File: config.mk
export PLATFORM = sky130hd
export DESIGN_NAME = bounded_deque
export DESIGN_NICKNAME = d
export VERILOG_FILES = /design/src/bdq_pkg.sv /design/src/bdq_cell.sv /design/src/bounded_deque.sv
export VERILOG_INCLUDE_DIRS = /design/src /design/src/src
export SDC_FILE = /design/constraint.sdc
export NUM_CORES = 1
export LEC_CHECK = 0
export BUFFER_PORTS_ARGS = -buffer_cell sky130_fd_sc_hd__buf_2
export CAP_MARGIN = 25
export CELL_PAD_IN_SITES_DETAIL_PLACEMENT = 1
export CELL_PAD_IN_SITES_GLOBAL_PLACEMENT = 1
export CORE_ASPECT_RATIO = 1.25
export CORE_UTILIZATION = 45
export DETAILED_ROUTE_END_ITERATION = 8
export PLACE_DENSITY_LB_ADDON = 0.1
export SLEW_MARGIN = 0
export SYNTH_ARGS = -nofsm -noshare
export SYNTH_HDL_FRONTEND = slang
export SYNTH_SLANG_ARGS = --single-unit
File: constraint.sdc
create_clock -name i_clk -period 7.3 [get_ports i_clk]
set_input_delay 0.73 -clock i_clk [delete_from_list [all_inputs] [get_ports i_clk]]
set_output_delay 0.73 -clock i_clk [all_outputs]
set_load 0.02 [all_outputs]
File: src/bounded_deque_assert.svh
// ----------------------------------------------------------------------------
// bounded_deque_assert.svh
// Assertion macros used by the deque RTL.
// ----------------------------------------------------------------------------
`ifndef BOUNDED_DEQUE_ASSERT_SVH
`define BOUNDED_DEQUE_ASSERT_SVH

// clocked check, masked while reset is asserted
`define BDQ_ASSERT(label, prop, msg) \
    label: assert property (@(posedge i_clk) disable iff (!i_rst_n) (prop)) \
        else $error(msg);

// clocked check that also holds during reset
`define BDQ_ASSERT_ALWAYS(label, prop, msg) \
    label: assert property (@(posedge i_clk) (prop)) else $error(msg);

`endif

File: src/bdq_pkg.sv
// ----------------------------------------------------------------------------
// bdq_pkg
// Types and constants for the bounded deque.
// ----------------------------------------------------------------------------
`timescale 1ns / 1ps
`default_nettype none

package bdq_pkg;

    localparam int CFG_W  = 5;
    localparam int KIND_W = 3;

    localparam logic [CFG_W-1:0] CAP_RESET = 5'd16;

    typedef enum logic [KIND_W-1:0] {
        KIND_PUSH_FRONT = 3'd0,
        KIND_PUSH_BACK  = 3'd1,
        KIND_POP_FRONT  = 3'd2,
        KIND_POP_BACK   = 3'd3,
        KIND_QUERY      = 3'd4
    } t_bdq_kind;

    // per-cycle shift control broadcast to every cell, already qualified by ok
    typedef struct packed {
        logic push_front;
        logic push_back;
        logic pop_front;
        logic pop_back;
    } t_bdq_ctl;

endpackage

`default_nettype wire

File: src/bdq_cell.sv
// ----------------------------------------------------------------------------
// bdq_cell
// One slot of the deque chain: data word plus occupancy bit.
// ----------------------------------------------------------------------------
`timescale 1ns / 1ps
`default_nettype none

module bdq_cell #(
    parameter int DATA_WIDTH = 32
) (
    input  wire                   i_clk,
    input  wire                   i_rst_n,
    input  wire bdq_pkg::t_bdq_ctl i_ctl,
    input  wire  [DATA_WIDTH-1:0] i_push_value,
    input  wire  [DATA_WIDTH-1:0] i_prev_data,
    input  wire                   i_prev_occ,
    input  wire  [DATA_WIDTH-1:0] i_next_data,
    input  wire                   i_next_occ,
    output logic [DATA_WIDTH-1:0] o_data,
    output logic                  o_occ,
    output logic [DATA_WIDTH-1:0] o_last_data
);
    import bdq_pkg::*;

    logic [DATA_WIDTH-1:0] r_data;
    logic [DATA_WIDTH-1:0] n_data;
    logic                  r_occ;
    logic                  n_occ;

    always_comb begin
        n_data = r_data;
        n_occ  = r_occ;
        if (i_ctl.push_front) begin
            n_data = i_prev_data;
            n_occ  = i_prev_occ;
        end else if (i_ctl.push_back) begin
            // first free slot takes the new word
            if (!r_occ && i_prev_occ) begin
                n_data = i_push_value;
            end
            n_occ = i_prev_occ;
        end else if (i_ctl.pop_front) begin
            n_data = i_next_data;
            n_occ  = i_next_occ;
        end else if (i_ctl.pop_back) begin
            n_occ = i_next_occ;
        end
    end

    always_ff @(posedge i_clk) begin
        r_data <= n_data;
        if (!i_rst_n) begin
            r_occ <= 1'b0;
        end else begin
            r_occ <= n_occ;
        end
    end

    assign o_data      = r_data;
    assign o_occ       = r_occ;
    // last occupied cell drives the back word, others give zero
    assign o_last_data = (r_occ && !i_next_occ) ? r_data : '0;

endmodule

`default_nettype wire

File: src/bounded_deque.sv
// ----------------------------------------------------------------------------
// bounded_deque
// Double-ended queue with a programmable capacity, built as a chain of cells.
// ----------------------------------------------------------------------------
// Usage:
//   Request channel: drive i_kind and i_push_value with start high; the
//   request is taken at a clock edge where start is high and busy is low.
//   busy is always low, so a request may be issued in every cycle.
//   Kinds: push front, push back, pop front, pop back, query (5..7 = query).
//   Result channel: o_done is high for exactly one cycle per request, with
//   o_ok, o_entry_count, o_is_empty, o_is_full, o_front_value, o_back_value
//   describing the queue after that request. The receiver cannot stall.
//   Sequence: the request edge updates the cells, the next edge registers
//   the result, which is then on the ports for one cycle. Throughput: one
//   request per cycle, set by the cell chain, in which a front push or pop
//   shifts every word by one slot at once.
//   Configuration: i_cfg_we with i_cfg_wdata sets the capacity limit; the
//   effective capacity is min(limit, DEPTH). Write only while idle.
//   Reset (synchronous, active low): queue empty, capacity limit 16, no
//   result pending. Slot data is not cleared; only occupied slots are read.
// ----------------------------------------------------------------------------
`timescale 1ns / 1ps
`default_nettype none

module bounded_deque #(
    parameter int DEPTH      = 16,
    parameter int DATA_WIDTH = 32
) (
    input  wire                          i_clk,
    input  wire                          i_rst_n,
    // request channel
    input  wire                          start,
    output logic                         busy,
    input  wire  [bdq_pkg::KIND_W-1:0]   i_kind,
    input  wire  [DATA_WIDTH-1:0]        i_push_value,
    // configuration
    input  wire                          i_cfg_we,
    input  wire  [bdq_pkg::CFG_W-1:0]    i_cfg_wdata,
    // result channel
    output logic                         o_done,
    output logic                         o_ok,
    output logic [$clog2(DEPTH + 1)-1:0] o_entry_count,
    output logic                         o_is_empty,
    output logic                         o_is_full,
    output logic [DATA_WIDTH-1:0]        o_front_value,
    output logic [DATA_WIDTH-1:0]        o_back_value
);
    import bdq_pkg::*;

    localparam int CNT_W = $clog2(DEPTH + 1);
    localparam int CMP_W = (CNT_W > CFG_W) ? CNT_W : CFG_W;

    // ---- control state ----
    logic [CFG_W-1:0]  r_cap;
    logic [CNT_W-1:0]  r_held;
    logic [CNT_W-1:0]  n_held;
    logic              r_pend;
    logic              r_pend_ok;
    logic              n_ok;
    t_bdq_ctl          w_ctl;
    logic              w_accept;
    logic              w_full;
    logic              w_empty;

    // ---- cell chain ----
    logic [DATA_WIDTH-1:0] w_data [DEPTH];
    logic                  w_occ  [DEPTH];
    logic [DATA_WIDTH-1:0] w_last [DEPTH];
    logic [DATA_WIDTH-1:0] w_back;

    // ---- result registers ----
    logic                  r_done;
    logic                  r_ok;
    logic [CNT_W-1:0]      r_count;
    logic                  r_is_empty;
    logic                  r_is_full;
    logic [DATA_WIDTH-1:0] r_front;
    logic [DATA_WIDTH-1:0] r_back;

    assign busy     = 1'b0;
    assign w_accept = start && !busy;

    // held >= min(cap, DEPTH); held never exceeds DEPTH
    assign w_full  = (CMP_W'(r_held) >= CMP_W'(r_cap)) || (r_held == CNT_W'(DEPTH));
    assign w_empty = (r_held == '0);

    // decode the request into shift controls; refused ops leave the chain alone
    always_comb begin
        w_ctl  = '0;
        n_ok   = 1'b1;
        n_held = r_held;
        if (w_accept) begin
            case (t_bdq_kind'(i_kind))
                KIND_PUSH_FRONT: begin
                    n_ok             = !w_full;
                    w_ctl.push_front = !w_full;
                    if (!w_full) n_held = r_held + 1'b1;
                end
                KIND_PUSH_BACK: begin
                    n_ok            = !w_full;
                    w_ctl.push_back = !w_full;
                    if (!w_full) n_held = r_held + 1'b1;
                end
                KIND_POP_FRONT: begin
                    n_ok            = !w_empty;
                    w_ctl.pop_front = !w_empty;
                    if (!w_empty) n_held = r_held - 1'b1;
                end
                KIND_POP_BACK: begin
                    n_ok           = !w_empty;
                    w_ctl.pop_back = !w_empty;
                    if (!w_empty) n_held = r_held - 1'b1;
                end
                default: begin
                    n_ok = 1'b1; // query and unused kinds
                end
            endcase
        end
    end

    always_ff @(posedge i_clk) begin
        if (!i_rst_n) begin
            r_cap     <= CAP_RESET;
            r_held    <= '0;
            r_pend    <= 1'b0;
            r_pend_ok <= 1'b0;
            r_done    <= 1'b0;
        end else begin
            if (i_cfg_we) begin
                r_cap <= i_cfg_wdata;
            end
            r_held    <= n_held;
            r_pend    <= w_accept;
            r_pend_ok <= n_ok;
            r_done    <= r_pend;
        end
    end

    // Cell 0 sees the push word as its left neighbor and is always "behind"
    // an occupied slot; the last cell sees an empty right neighbor.
    genvar g;
    generate
        for (g = 0; g < DEPTH; g++) begin : g_cell
            logic [DATA_WIDTH-1:0] w_prev_data;
            logic                  w_prev_occ;
            logic [DATA_WIDTH-1:0] w_next_data;
            logic                  w_next_occ;

            if (g == 0) begin : g_head
                assign w_prev_data = i_push_value;
                assign w_prev_occ  = 1'b1;
            end else begin : g_mid_prev
                assign w_prev_data = w_data[g-1];
                assign w_prev_occ  = w_occ[g-1];
            end

            if (g == DEPTH - 1) begin : g_tail
                assign w_next_data = '0;
                assign w_next_occ  = 1'b0;
            end else begin : g_mid_next
                assign w_next_data = w_data[g+1];
                assign w_next_occ  = w_occ[g+1];
            end

            bdq_cell #(
                .DATA_WIDTH (DATA_WIDTH)
            ) u_cell (
                .i_clk        (i_clk),
                .i_rst_n      (i_rst_n),
                .i_ctl        (w_ctl),
                .i_push_value (i_push_value),
                .i_prev_data  (w_prev_data),
                .i_prev_occ   (w_prev_occ),
                .i_next_data  (w_next_data),
                .i_next_occ   (w_next_occ),
                .o_data       (w_data[g]),
                .o_occ        (w_occ[g]),
                .o_last_data  (w_last[g])
            );
        end
    endgenerate

    // exactly one cell is last when non-empty, none when empty
    always_comb begin
        w_back = '0;
        for (int i = 0; i < DEPTH; i++) begin
            w_back = w_back | w_last[i];
        end
    end

    // result register: snapshot of the chain after the request settled
    always_ff @(posedge i_clk) begin
        r_ok       <= r_pend_ok;
        r_count    <= r_held;
        r_is_empty <= !w_occ[0];
        r_is_full  <= w_full;
        r_front    <= w_occ[0] ? w_data[0] : '0;
        r_back     <= w_back;
    end

    assign o_done        = r_done;
    assign o_ok          = r_ok;
    assign o_entry_count = r_count;
    assign o_is_empty    = r_is_empty;
    assign o_is_full     = r_is_full;
    assign o_front_value = r_front;
    assign o_back_value  = r_back;

    // ---- assertions ----
`include "bounded_deque_assert.svh"

    `BDQ_ASSERT(a_one_result, (start && !busy) |-> ##2 o_done, "request without result")
    `BDQ_ASSERT(a_count_bound, r_held <= CNT_W'(DEPTH), "entry count beyond depth")
    `BDQ_ASSERT(a_head_occ, w_occ[0] == (r_held != '0), "head occupancy disagrees with count")
    `BDQ_ASSERT(a_refused_keeps, (r_pend && !r_pend_ok) |-> (r_held == $past(r_held)), "refused request changed count")

endmodule

`default_nettype wire

# Word level (Yosys, flattened, before mapping)
# Index checks and enable logic that the tools add are counted.
[totals]
reg_bits = 613
in_bits = 44
out_inout_bits = 74
word_cells = 295
[op_classes]
n_addsub = 2
magnitude_cmp = 1
n_eq_ne = 22
n_mux = 154
n_bitwise = 15
reduce_logical = 58
[op_table]
columns = ["cell", "n"]
rows = [
  ["$mux W32", 80],
  ["$or A32 B32 Y32", 15],
  ["$mux W1", 69],
  ["$ne A3 B1 Y1 const B", 14],
  ["$reduce_and A2 Y1", 16],
  ["$logic_not A1 Y1", 18],
  ["$logic_and A1 B1 Y1", 15],
  ["$mux W5", 2],
  ["$pmux W5 S2", 1],
  ["$eq A3 B2 Y1 const B", 2],
  ["$ne A3 B2 Y1 const B", 2],
  ["$add A5 B1 Y5 const B", 1],
  ["$eq A5 B5 Y1 const B", 1],
  ["$ge A5 B5 Y1", 1],
  ["$logic_not A5 Y1", 1],
  ["$sub A5 B1 Y5 const B", 1],
  ["$mux W4", 1],
  ["$ne A2 B2 Y1 const B", 2],
  ["$reduce_and A4 Y1", 1],
  ["$reduce_bool A4 Y1", 1],
  ["$reduce_or A2 Y1", 2],
  ["$eq A3 B1 Y1 const B", 1],
  ["$logic_not A3 Y1", 1],
  ["$reduce_bool A3 Y1", 1],
  ["other kinds (3)", 3],
]

# Logic depth before layout (Yosys ltp)
# Gate-level depths: netlist of run 1.
[logic_depth]
depth_word = 18
depth_mapped = 11
mapped_depth_nobuf = 8

# Hierarchy
# Synthesis of run 1 repeated with hierarchy kept, for this count alone.
[unflattened]
cells_unflattened = 3304
area_unflattened_um2 = 34433.0
[modules_own_cells]
columns = ["mod", "n_inst", "cells_each", "area_each_um2", "seq_area_each_um2"]
rows = [
  ["bdq_cell", 16, 184, 1935.6, 980.9],
  ["bounded_deque", 1, 360, 3463.3, 1701.6],
]

# Worst setup path before layout of run 1
# Ideal clock, no wire load.
[synth_timing]
path_kind = "input-to-reg"
from = "input port i_kind[1] in the netlist's numbering"
to = "register g_cell[0].u_cell.r_data[0], enable pin"
setup_ns = 0.466
t_arrival_ns = 4.256
required_ns = 6.834
slack_ns = 2.578
path_stages = 8
path_cell_list = "nor3b_1 inv_1 a311o_2 buf_4 buf_6 buf_6 buf_4 o21ai_0"
[synth_between]
elab_chain_len = 5
elab_cells_between_ends = 10
classes_between = "3 x eq/ne; 4 x mux; 3 x reduce/logical"
[synth_rtl]
columns = ["element", "line", "source"]
rows = [
  ["start: declaration", "bounded_deque.sv:34", "input wire [bdq_pkg::KIND_W-1:0] i_kind,"],
  ["$eq A3 B1 Y1 (tied with other cells)", "bounded_deque.sv:93", "case (t_bdq_kind'(i_kind))"],
  ["$mux W1", "bounded_deque.sv:93", ""],
  ["$mux W4 (*)", "bounded_deque.sv:92", "if (w_accept) begin"],
  ["$ne A3 B2 Y1 (no source line) or $reduce_bool A3 Y1 (tied branches)", "-", ""],
  ["$reduce_and A2 Y1 (no source line) (*)", "-", ""],
  ["end signal: assignment", "bdq_cell.sv:51", "r_data <= n_data;"],
  ["end: declaration", "bdq_cell.sv:25", "logic [DATA_WIDTH-1:0] r_data;"],
]
# Every way passes the cells marked *; elsewhere a longest branch is shown, timed or not.
# A chain may end at the register's enable or synchronous reset.

# Final worst setup path of run 1
[layout_timing]
from = "register r_held[0]"
to = "register g_cell[12].u_cell.r_data[19] (data pin)"
[layout_between]
elab_chain_len = 7
elab_cells_between_ends = 9
classes_between = "1 x order compare; 1 x eq/ne; 5 x mux; 2 x reduce/logical"
[layout_rtl]
columns = ["element", "line", "source"]
rows = [
  ["start: declaration", "bounded_deque.sv:55", "logic [CNT_W-1:0] r_held;"],
  ["start signal: assignment", "bounded_deque.sv:132", "r_held <= n_held;"],
  ["$ge A5 B5 Y1 or $eq A5 B5 Y1 (tied branches)", "bounded_deque.sv:84", "assign w_full = (CMP_W'(r_held) >= CMP_W'(r_cap)) || (r_held == CNT_W'(DEPTH));"],
  ["$logic_or A1 B1 Y1 (*)", "bounded_deque.sv:84", ""],
  ["$logic_not A1 Y1 (*)", "-", ""],
  ["$mux W1", "bounded_deque.sv:93", ""],
  ["$mux W4 (*)", "bounded_deque.sv:92", ""],
  ["$mux W32", "bdq_cell.sv:36", "end else if (i_ctl.push_back) begin"],
  ["$mux W32 (*)", "bdq_cell.sv:33", "if (i_ctl.push_front) begin"],
  ["named net g_cell[12].u_cell.n_data[19]", "bdq_cell.sv:26", "logic [DATA_WIDTH-1:0] n_data;"],
  ["end signal: assignment", "bdq_cell.sv:51", ""],
  ["end: declaration", "bdq_cell.sv:25", ""],
]
# The timed path passes the listed nets; every way through them passes the cells marked *.

==> flow_summary.ini, run 1 <==
[drt]
firstDrtPassIters = 5
drt_iter0_markers = 2577
wl_per_cell_um = 27.4
ant_nets = 0
vias = 24159
via_per_inst = 6.38
drc = 0
wl_um = 104000

[critical_path]
path_max_fanout = 262
cp_slowest_cell = buf_12
arrival_ns = 4.56
cp-start-kind = flip-flop
endpoint_kind = flip-flop
worstPathCellList = inv_1, ha_1, nor2b_1, o21ai_0, a311o_2, buf_12, buf_12, o21ai_0
slowest_delay_ns = 0.73
path_class = reg -> reg
worst_ep_required_time_ns = 7.58

[outcome]
outcome = completed

[grt]
grt_overflow_total = 0
grtUsageTotal_pct = 30.6
grt_pass1_vias = 24312
grt_max_degree = 270
grt_pass1_wl_um = 154000
antenna_found_initial = 2

[logic_synthesis]
synth_cell_types = 45
synth_nets = 3016
synth_top_cell_area_share_pct = 51.9
post-synth-top-area-cell = edfxtp_1
synthCells = 2963
synth_area_um2 = 29600
ys_ff_latch = 613
yosys-top-cells-area = edfxtp_1 (52%), a21oi_1 (8.5%), nand2_1 (7.5%)
seq_area_frac_synth_pct = 58.7
ys_warn_count = 0
synth_ff_type = edfxtp_1
synthArstFlopShare_pct = 0
synth_edf_count = 512
syn_avg_cell_area_um2 = 10.0

[finish]
antennaDiodeCount = 0
areaGrowthSynthToFinish_pct = 9.66
layout-drive-gt1-share_pct = 9.83
fillCellCount = 7139
nets = 2936
fin_util_pct = 50.1

[timing]
setup_viol = 0
clock.fmax_mhz = 233
slew_headroom_pct = 15.9
finalMaxSlewViolations = 0
rsz0062_at_grt = false
min_period_ns = 4.29
skew_ns = 0.0282
worst_pin_slew_ns = 1.26
post-route-period-util_pct = 58.7
tns_ns = 0
hold_viol = 0

[cts]
clock_path_buffers = 3
postCtsSetupBuffers = 0
h-tree-depth = 3
cts_hold_buf = 0
cts_sinks = 613
clkTransAtPathRegs_ns = 0.06
cts-resized-gates = 0
cts-root-buf = clkbuf_16
cts_tree = yes
clock_latency_ns = 0.61
cts-buffers-inserted = 68

[pwr]
p_int_mw = 6.54
p_seq_share_pct = 47.2
p_leak_nw = 11.9
ir_drop_mv = 0.170
pwr-share-clk_pct = 35.8
power.density_nw_per_um2 = 287
power.switching_mw = 2.78
power_switching_share_pct = 29.9
p_comb_share_pct = 17.0

[placed_design]
hpwlAfterDp_um = 54300
io_buffers = 116
place.gp.congestion = 0.805

[floorplanning]
core_area_um2 = 64800
die-area_um2 = 66900
rows = 104
io_pins = 118
die_w_um = 232
die_h_um = 289
initial_utilization_pct = 45.7

[flow_run]
drv_cap = 0

[min_path]
min_path_type = reg -> reg
==> registers in the layout, indices dropped and copies added, names as in the netlist <==
| signal | cells |
|---|---|
| o_is_empty | 1 |
| o_entry_count | 5 |
| o_back_value | 32 |
| r_pend | 1 |
| g_cell.u_cell.o_occ | 16 |
| g_cell.u_cell.o_data | 512 |
| r_cap | 5 |
| o_front_value | 32 |
| r_pend_ok | 1 |
| o_done | 1 |
| r_held | 5 |
| o_is_full | 1 |
| o_ok | 1 |
==> worst max-delay path: cells and delay by family (launching register included) <==
family	cells	cell delay [ns]
adder cells (fa/ha/maj)	1	0.28
flip-flops	1	0.47
AO/OA/AOI/OAI	3	1.27
AND/OR/NAND/NOR	1	0.04
buffers and inverters	3	1.41
==> worst paths after layout <==
kind	start	to	slack [ns]	depth (start not counted)
worst max-delay path	r_held[0]	g_cell[12].u_cell.o_data[19]	3.01	8
worst min-delay path	r_pend_ok	o_ok	0.33	0
worst min register to register	r_pend_ok	o_ok	0.33	0
worst max register to register	r_held[0]	g_cell[12].u_cell.o_data[19]	3.01	8
==> cell families after synthesis <==
kind of cell    synth area share (%)
simple gates                    10.8
xor+xnor                      0.0591
fa+ha+maj                      0.405
other cells                   0.0127
buf+inv                         5.35
flops                           58.7
mux                            0.135
compound gates                  24.5
==> layer usage <==
metal,routed length [µm],vias up,global-route usage [%]
li1,-,10779,-
met1,42600,12231,40.0
met2,51400,939,52.3
met3,6450,210,3.81
met4,3330,0,11.4
met5,0,-,0
==> cell usage in the layout (no fill, tap or decap), types with 20 or more instances in the layout <==
| cell | instances |
|---|---|
| dfxtp_1 | 99 |
| clkbuf_1 | 20 |
| a21oi_1 | 505 |
| clkbuf_16 | 71 |
| edfxtp_1 | 512 |
| o21ai_0 | 307 |
| nor2_1 | 36 |
| a22o_1 | 128 |
| buf_2 | 116 |
| nand2_1 | 579 |
| buf_4 | 39 |
| a221oi_1 | 128 |
| and2_1 | 66 |
| o21ai_1 | 158 |
| nand4_1 | 35 |
==> power groups by stage <==
stage | clock network [mW] | logic (mW) | registers [mW]
2_1_floorplan | 0 | 0.885 | 4.53
3_3_place_gp | 0 | 1.51 | 4.46
3_5_place_dp | 0 | 1.57 | 4.47
4_1_cts | 3.40 | 1.57 | 4.40
5_1_grt | 3.51 | 1.70 | 4.43
6_report | 3.33 | 1.58 | 4.40
==> layout make-up <==
class | instances | area, µm² | area share, %
Sequential cell | 613 | 17400 | 53.5
Multi-Input combinational cell | 2029 | 10900 | 33.5
Clock buffer | 93 | 1880 | 5.78
Tap cell | 848 | 1060 | 3.26
Timing Repair Buffer | 161 | 1020 | 3.13
Clock inverter | 33 | 225 | 0.693
Inverter | 10 | 45.0 | 0.139
==> cells in the mapped netlist, drive strengths merged (2+ instances only) <==
cell / instances
nand3: 7
inv: 10
and2: 66
clkbuf: 233
dfxtp: 101
nor2b: 20
a21boi: 6
edfxtp: 512
a22o: 128
nand4: 35
buf: 78
nand2: 594
o21ai: 468
mux2i: 4
nor2: 37
a221oi: 128
ha: 8
o211ai: 2
a22oi: 4
a21oi: 505
==> metrics by stage <==
step                instance area [µm²]  power (mW)  setup slack [ns]  std cells  hold WS, ns
floorplan                         29600        5.41              2.58       2963        0.310
global placement                  30300        5.97              3.21       3658        0.311
detailed placement                30300        6.04              3.10       3659        0.317
CTS                               32400        9.37              3.14       3785        0.320
global route                      32500        9.64              2.88       3787        0.345
finish                            32500        9.32              3.01       3787        0.328
Note: power is estimated with default switching activity, not from simulation.
==> run 2: changes to the inputs <==
==> constraint.sdc (replaced) <==
create_clock -name i_clk -period 3.61 [get_ports i_clk]
set_input_delay 0.361 -clock i_clk [delete_from_list [all_inputs] [get_ports i_clk]]
set_output_delay 0.361 -clock i_clk [all_outputs]
set_load 0.02 [all_outputs]
==> flow_summary.ini, run 2 (same netlist as run 1, synthesis figures left out) <==
[outcome]
outcome = completed

[pwr]
p_int_mw = 13.6
pwr-share-clk_pct = 36.0
power.switching_mw = 5.70
power_switching_share_pct = 29.6
p_comb_share_pct = 17.9
p_leak_nw = 12.3
ir_drop_mv = 0.396
power.total_mw = 19.3
p_seq_share_pct = 46.1
power.density_nw_per_um2 = 579

[critical_path]
endpoint_kind = flip-flop
cpMostUsedCell = buf_4
rrSetupSlack_ns = 0.34
path_class = reg -> reg
cp-start-kind = flip-flop
slowest_delay_ns = 0.54
rr_startpoint = r_held[0]
worst_ep_required_time_ns = 3.84
worstPathCellList = inv_1, ha_1, nor2b_1, o21ai_0, buf_4, a311oi_4, buf_4, nand2_1, nand2_2, buf_4
r2r_end = g_cell[1].u_cell.o_data[3]
cp_slowest_cell = buf_4
path_max_fanout = 31
rr_worst_depth = 10
arrival_ns = 3.50

[placed_design]
dp_slack_ns = 0.447
dpl.cell_count = 3724
place.gp.congestion = 0.844
io_buffers = 116
hpwlAfterDp_um = 65200

[finish]
areaGrowthSynthToFinish_pct = 12.4
layout_common_cells = nand2_1 (579), edfxtp_1 (512), a21oi_1 (505), o21ai_0 (307), o21ai_1 (158)
instances_no_fill = 3847
layout-drive-gt1-share_pct = 11.8
final_common_cell = nand2_1
largest_reg_flops = 512
nets = 3002
fillCellCount = 7063
antennaDiodeCount = 0

[timing]
setup_viol = 0
post-route-period-util_pct = 90.6
worst_pin_slew_ns = 1.01
skew_ns = 0.0230
clock.fmax_mhz = 306
rsz0062_at_grt = false
hold_viol = 0
min_period_ns = 3.27
slew_headroom_pct = 33.0
finalMaxSlewViolations = 0
layout_setup_ws_ns = 0.339

[drt]
wl_per_cell_um = 28.5
firstDrtPassIters = 6
drc = 0
vias = 24803
wl_um = 109000
drt_iter0_markers = 2661
ant_nets = 0
via_per_inst = 6.45

[grt]
antenna_found_initial = 2
grt_pass1_wl_um = 161000
grt_pass1_vias = 24857
grt_overflow_total = 0
grtUsageTotal_pct = 32.4
grt_max_degree = 180

[floorplanning]
die_h_um = 289
initial_utilization_pct = 45.7
rows = 104
die-area_um2 = 66900
die_w_um = 232
io_pins = 118
core_area_um2 = 64800

[cts]
clkTransAtPathRegs_ns = 0.06
cts-root-buf = clkbuf_16
h-tree-depth = 3
cts_sinks = 613
clock_path_buffers = 3
cts-buffers-inserted = 68
clock_latency_ns = 0.62
cts_tree = yes
cts-resized-gates = 0

[min_path]
hold_end = r_cap[1]
hp-start = i_cfg_wdata[1]
min_path_type = in -> reg
worstHoldPathCells = 3

[flow_run]
drv_cap = 0
run 2: cell count changes in the layout (fill, tap and decap cells not counted), moves of 2 or more:
cell           before  now
buf_12              3   30
buf_4              39   77
nand2_4             7    0
buf_16              3    0
clkinv_2            8    5
clkinv_1           18    8
nand2_2             8   15
clkinv_8            2    0
clkbuf_8            2   11
dlygate4sd3_1       0    3
run 2: routing by layer:
layer	vias to the layer above	GRT usage, %	wire length (µm)
met5	-	0	0
met4	0	15.1	4960
met3	285	4.67	8440
met2	1138	53.6	52700
met1	12472	42.1	43400
li1	10908	-	-
run 2: worst max-delay path, delay by kind of cell (launching register included):
kind                       cells  cell delay [ns]
and+or+nand+nor                3             0.34
buffers and inverters          4             1.33
DFF                            1             0.44
adders and majority gates      1             0.27
AOI/OAI and AO/OA              2             0.44
run 2: power by group through the flow:
stage / Combinational (mW) / Sequential, mW / Clock, mW
after floorplan: 1.79 / 9.16 / 0
after global placement: 3.30 / 9.02 / 0
after detailed placement: 3.40 / 9.03 / 0
after CTS: 3.41 / 8.89 / 7.06
after global routing: 3.67 / 8.96 / 7.28
final: 3.45 / 8.89 / 6.94
run 2: repair_timing:
action                                  in CTS  in global routing
buffers inserted                             0                  0
hold buffers                                 3                  0
endpoints found under the hold margin        3                  0
endpoints found under the setup margin       0                  0
run 2: layout make-up:
class                      count  area [µm²]  share of cell area (%)
tap                          848        1060                    3.19
clock inverter                17         154                   0.462
sequential                   613       17400                    52.2
clock buffer                 103        2010                    6.03
inverter                      10        45.0                   0.135
multi-input combinational   2029       10800                    32.5
timing repair buffer         227        1800                    5.42
run 2: stage by stage:
step	cell area [µm²]	hold WS (ns)	setup TNS, ns	utilization (%)
2_1_floorplan	29600	0.310	0	-
3_3_place_gp	31100	0.312	-1.79	48.0
3_5_place_dp	31100	0.319	0	48.0
4_1_cts	33300	0.00156	0	51.4
5_1_grt	33300	0.0347	0	51.4
6_report	33300	0.0320	0	51.4
run 2: worst max-delay path by stage:
stage	startpoint	end	slack, ns	depth (start not counted)
2_1_floorplan	r_held[0]	g_cell[0].u_cell.o_data[0]	0.41	10
3_3_place_gp	r_held[0]	g_cell[3].u_cell.o_data[12]	-0.09	9
3_5_place_dp	r_held[0]	g_cell[3].u_cell.o_data[11]	0.45	10
4_1_cts	r_held[0]	g_cell[1].u_cell.o_data[9]	0.42	10
5_1_grt	r_held[0]	g_cell[1].u_cell.o_data[9]	0.20	10
6_report	r_held[0]	g_cell[1].u_cell.o_data[3]	0.34	10
==> run 3: changes to the inputs <==
--- a/config.mk
+++ b/config.mk
@@ -6,12 +6,13 @@
 export SDC_FILE = /design/constraint.sdc
 export NUM_CORES = 1
 export LEC_CHECK = 0
+export ABC_AREA = 1
 export BUFFER_PORTS_ARGS = -buffer_cell sky130_fd_sc_hd__buf_2
 export CAP_MARGIN = 25
 export CELL_PAD_IN_SITES_DETAIL_PLACEMENT = 1
 export CELL_PAD_IN_SITES_GLOBAL_PLACEMENT = 1
 export CORE_ASPECT_RATIO = 1.25
-export CORE_UTILIZATION = 45
+export CORE_UTILIZATION = 44
 export DETAILED_ROUTE_END_ITERATION = 8
 export PLACE_DENSITY_LB_ADDON = 0.1
 export SLEW_MARGIN = 0
==> flow_summary.ini, run 3 <==
[floorplanning]
die_h_um = 290
rows = 105
initial_utilization_pct = 44.5
die-area_um2 = 67300
io_pins = 118
die_w_um = 232
core_area_um2 = 65600

[logic_synthesis]
synth_area_um2 = 29200
synthArstFlopShare_pct = 0
synth_cell_types = 36
yosysMostFrequentCell = nand2_1
synthCells = 3160
synth_ff_type = edfxtp_1
ys_warn_count = 0
yosys-top-cells-area = edfxtp_1 (53%), nand2_1 (14%), dfxtp_1 (6.9%)
synth_nets = 3213
syn_avg_cell_area_um2 = 9.23
synth_common_cells = nand2_1 (1061), edfxtp_1 (512), inv_1 (325)
post-synth-top-area-cell = edfxtp_1
synth_edf_count = 512
synth_top_cell_area_share_pct = 52.7
seq_area_frac_synth_pct = 59.6
ys_ff_latch = 613

[critical_path]
endpoint_kind = flip-flop
rr_startpoint = r_held[0]
setup.worst_path.start = r_held[0]
arrival_ns = 3.50
rrSetupSlack_ns = 0.56
r2r_end = g_cell[2].u_cell.o_data[16]
worst_ep_required_time_ns = 4.06
cp-start-kind = flip-flop
path_max_fanout = 114
critPathCapture = g_cell[2].u_cell.o_data[16]
rr_worst_depth = 12
path_class = reg -> reg

[min_path]
worstHoldPathCells = 2
min_path_type = in -> reg

[cts]
cts-buffers-inserted = 69
cts-root-buf = clkbuf_16
clock_path_buffers = 3
postCtsSetupBuffers = 0
clock_latency_ns = 0.62
cts_hold_buf = 2
h-tree-depth = 3
cts_sinks = 613
cts_tree = yes
cts-resized-gates = 0
clkTransAtPathRegs_ns = 0.06

[pwr]
p_leak_nw = 13.3
power.density_nw_per_um2 = 524
power.total_mw = 17.4
ir_drop_mv = 0.358

[finish]
nets = 3301
regArea_um2 = 17400
final_common_cell = nand2_1
layout_common_cells = nand2_1 (1059), edfxtp_1 (512), inv_1 (325), nand3_1 (265), o211ai_1 (215)
fillCellCount = 7430
largest_reg_flops = 512
layout-drive-gt1-share_pct = 10.5
instances_no_fill = 4155
multiInputGateArea_um2 = 9820
antennaDiodeCount = 0
areaGrowthSynthToFinish_pct = 14.1

[drt]
drc = 0
via_per_inst = 5.99
dr.max_layer_used = met4
wl_met1_um = 45700
vias = 24904
wl_per_cell_um = 26.6
wl_um = 111000
drt_iter0_markers = 2500
firstDrtPassIters = 5
ant_nets = 0
wl_met3_um = 8340
dr_wl_met2_um = 52800

[grt]
grt_max_degree = 115
grt_pass1_vias = 25445
grtUsageTotal_pct = 33.0
grt_pass1_wl_um = 164000
antenna_found_initial = 2
grt_overflow_total = 0

[timing]
post-route-period-util_pct = 84.4
clock.fmax_mhz = 328
tns_ns = 0
worst_pin_slew_ns = 1.08
hold_viol = 0
setup_viol = 0
skew_ns = 0.0254
rsz0062_at_grt = false
min_period_ns = 3.05
timing.hold.ws_ns = 0.0205
finalMaxSlewViolations = 0
layout_setup_ws_ns = 0.562
slew_headroom_pct = 28.2

[placed_design]
hpwlAfterDp_um = 72500
io_buffers = 116
dp_slack_ns = 0.602
dpl.cell_count = 4031
place.gp.congestion = 0.907

[outcome]
outcome = completed

[flow_run]
drv_cap = 0
[run 3: cell types whose count changed in the layout (fill, tap and decap cells not counted), moves of 158 or more]
cell	previous run	this run
nand3_1	7	265
o21ai_1	158	0
inv_1	9	325
o211ai_1	2	215
nand2_1	579	1059
o21ai_0	307	111
a21oi_1	505	37
[run 3: metal layers]
layer | vias to the layer above | global-route usage, %
met3 | 222 | 4.49
met5 | - | 0
met2 | 1149 | 54.0
met4 | 0 | 11.6
met1 | 12517 | 44.8
li1 | 11016 | -
[run 3: power by group]
part	switching, mW	total (mW)	internal [mW]
clock network	2.98	7.07	4.09
registers	0.205	8.32	8.12
logic	1.46	2.03	0.574
[run 3: metrics by stage]
stage	cell area [µm²]	utilization, %
floorplan	29200	-
global placement	31000	47.4
detailed placement	31000	47.4
CTS	33300	50.8
global route	33300	50.8
finish	33300	50.8
[run 3: how the worst min path moves through the flow]
stage               slack (ns)        to           start
global route              0.03  r_cap[0]  i_cfg_wdata[0]
global placement          0.32      o_ok       r_pend_ok
detailed placement        0.33      o_ok       r_pend_ok
floorplan                 0.31      o_ok       r_pend_ok
CTS                      0.009  r_cap[4]        i_cfg_we
finish                    0.02  r_cap[4]        i_cfg_we
[run 3: cells by family after synthesis]
group | count (synthesis) | share of synthesized area, %
xor gates and xnor gates | 4 | 0.120
AOI/OAI and AO/OA | 509 | 11.4
buffers and inverters | 533 | 7.43
other | 1 | 0.0129
DFF | 613 | 59.6
and+or+nand+nor | 1491 | 21.0
adders and majority gates | 9 | 0.412
[run 3: final cells by class]
type / count / share of cell area (%)
sequential: 613 / 52.3
multi-input combinational: 2014 / 29.5
clock buffer: 100 / 6.04
timing repair buffer: 218 / 4.59
inverter: 332 / 3.77
tap: 856 / 3.22
clock inverter: 22 / 0.590
[run 3: worst max-delay path, stage by stage, from the launching register on]
cell and delay (ns):
dfxtp_1 0.44, inv_1 0.10, ha_1 0.29, inv_1 0.07, nand2_1 0.05, nand2_1 0.06, nand2_1 0.08, nand2_1 0.11
nand3_4 0.24, nor2_8 0.49, buf_12 0.45, nand2_1 0.25, o211ai_1 0.16
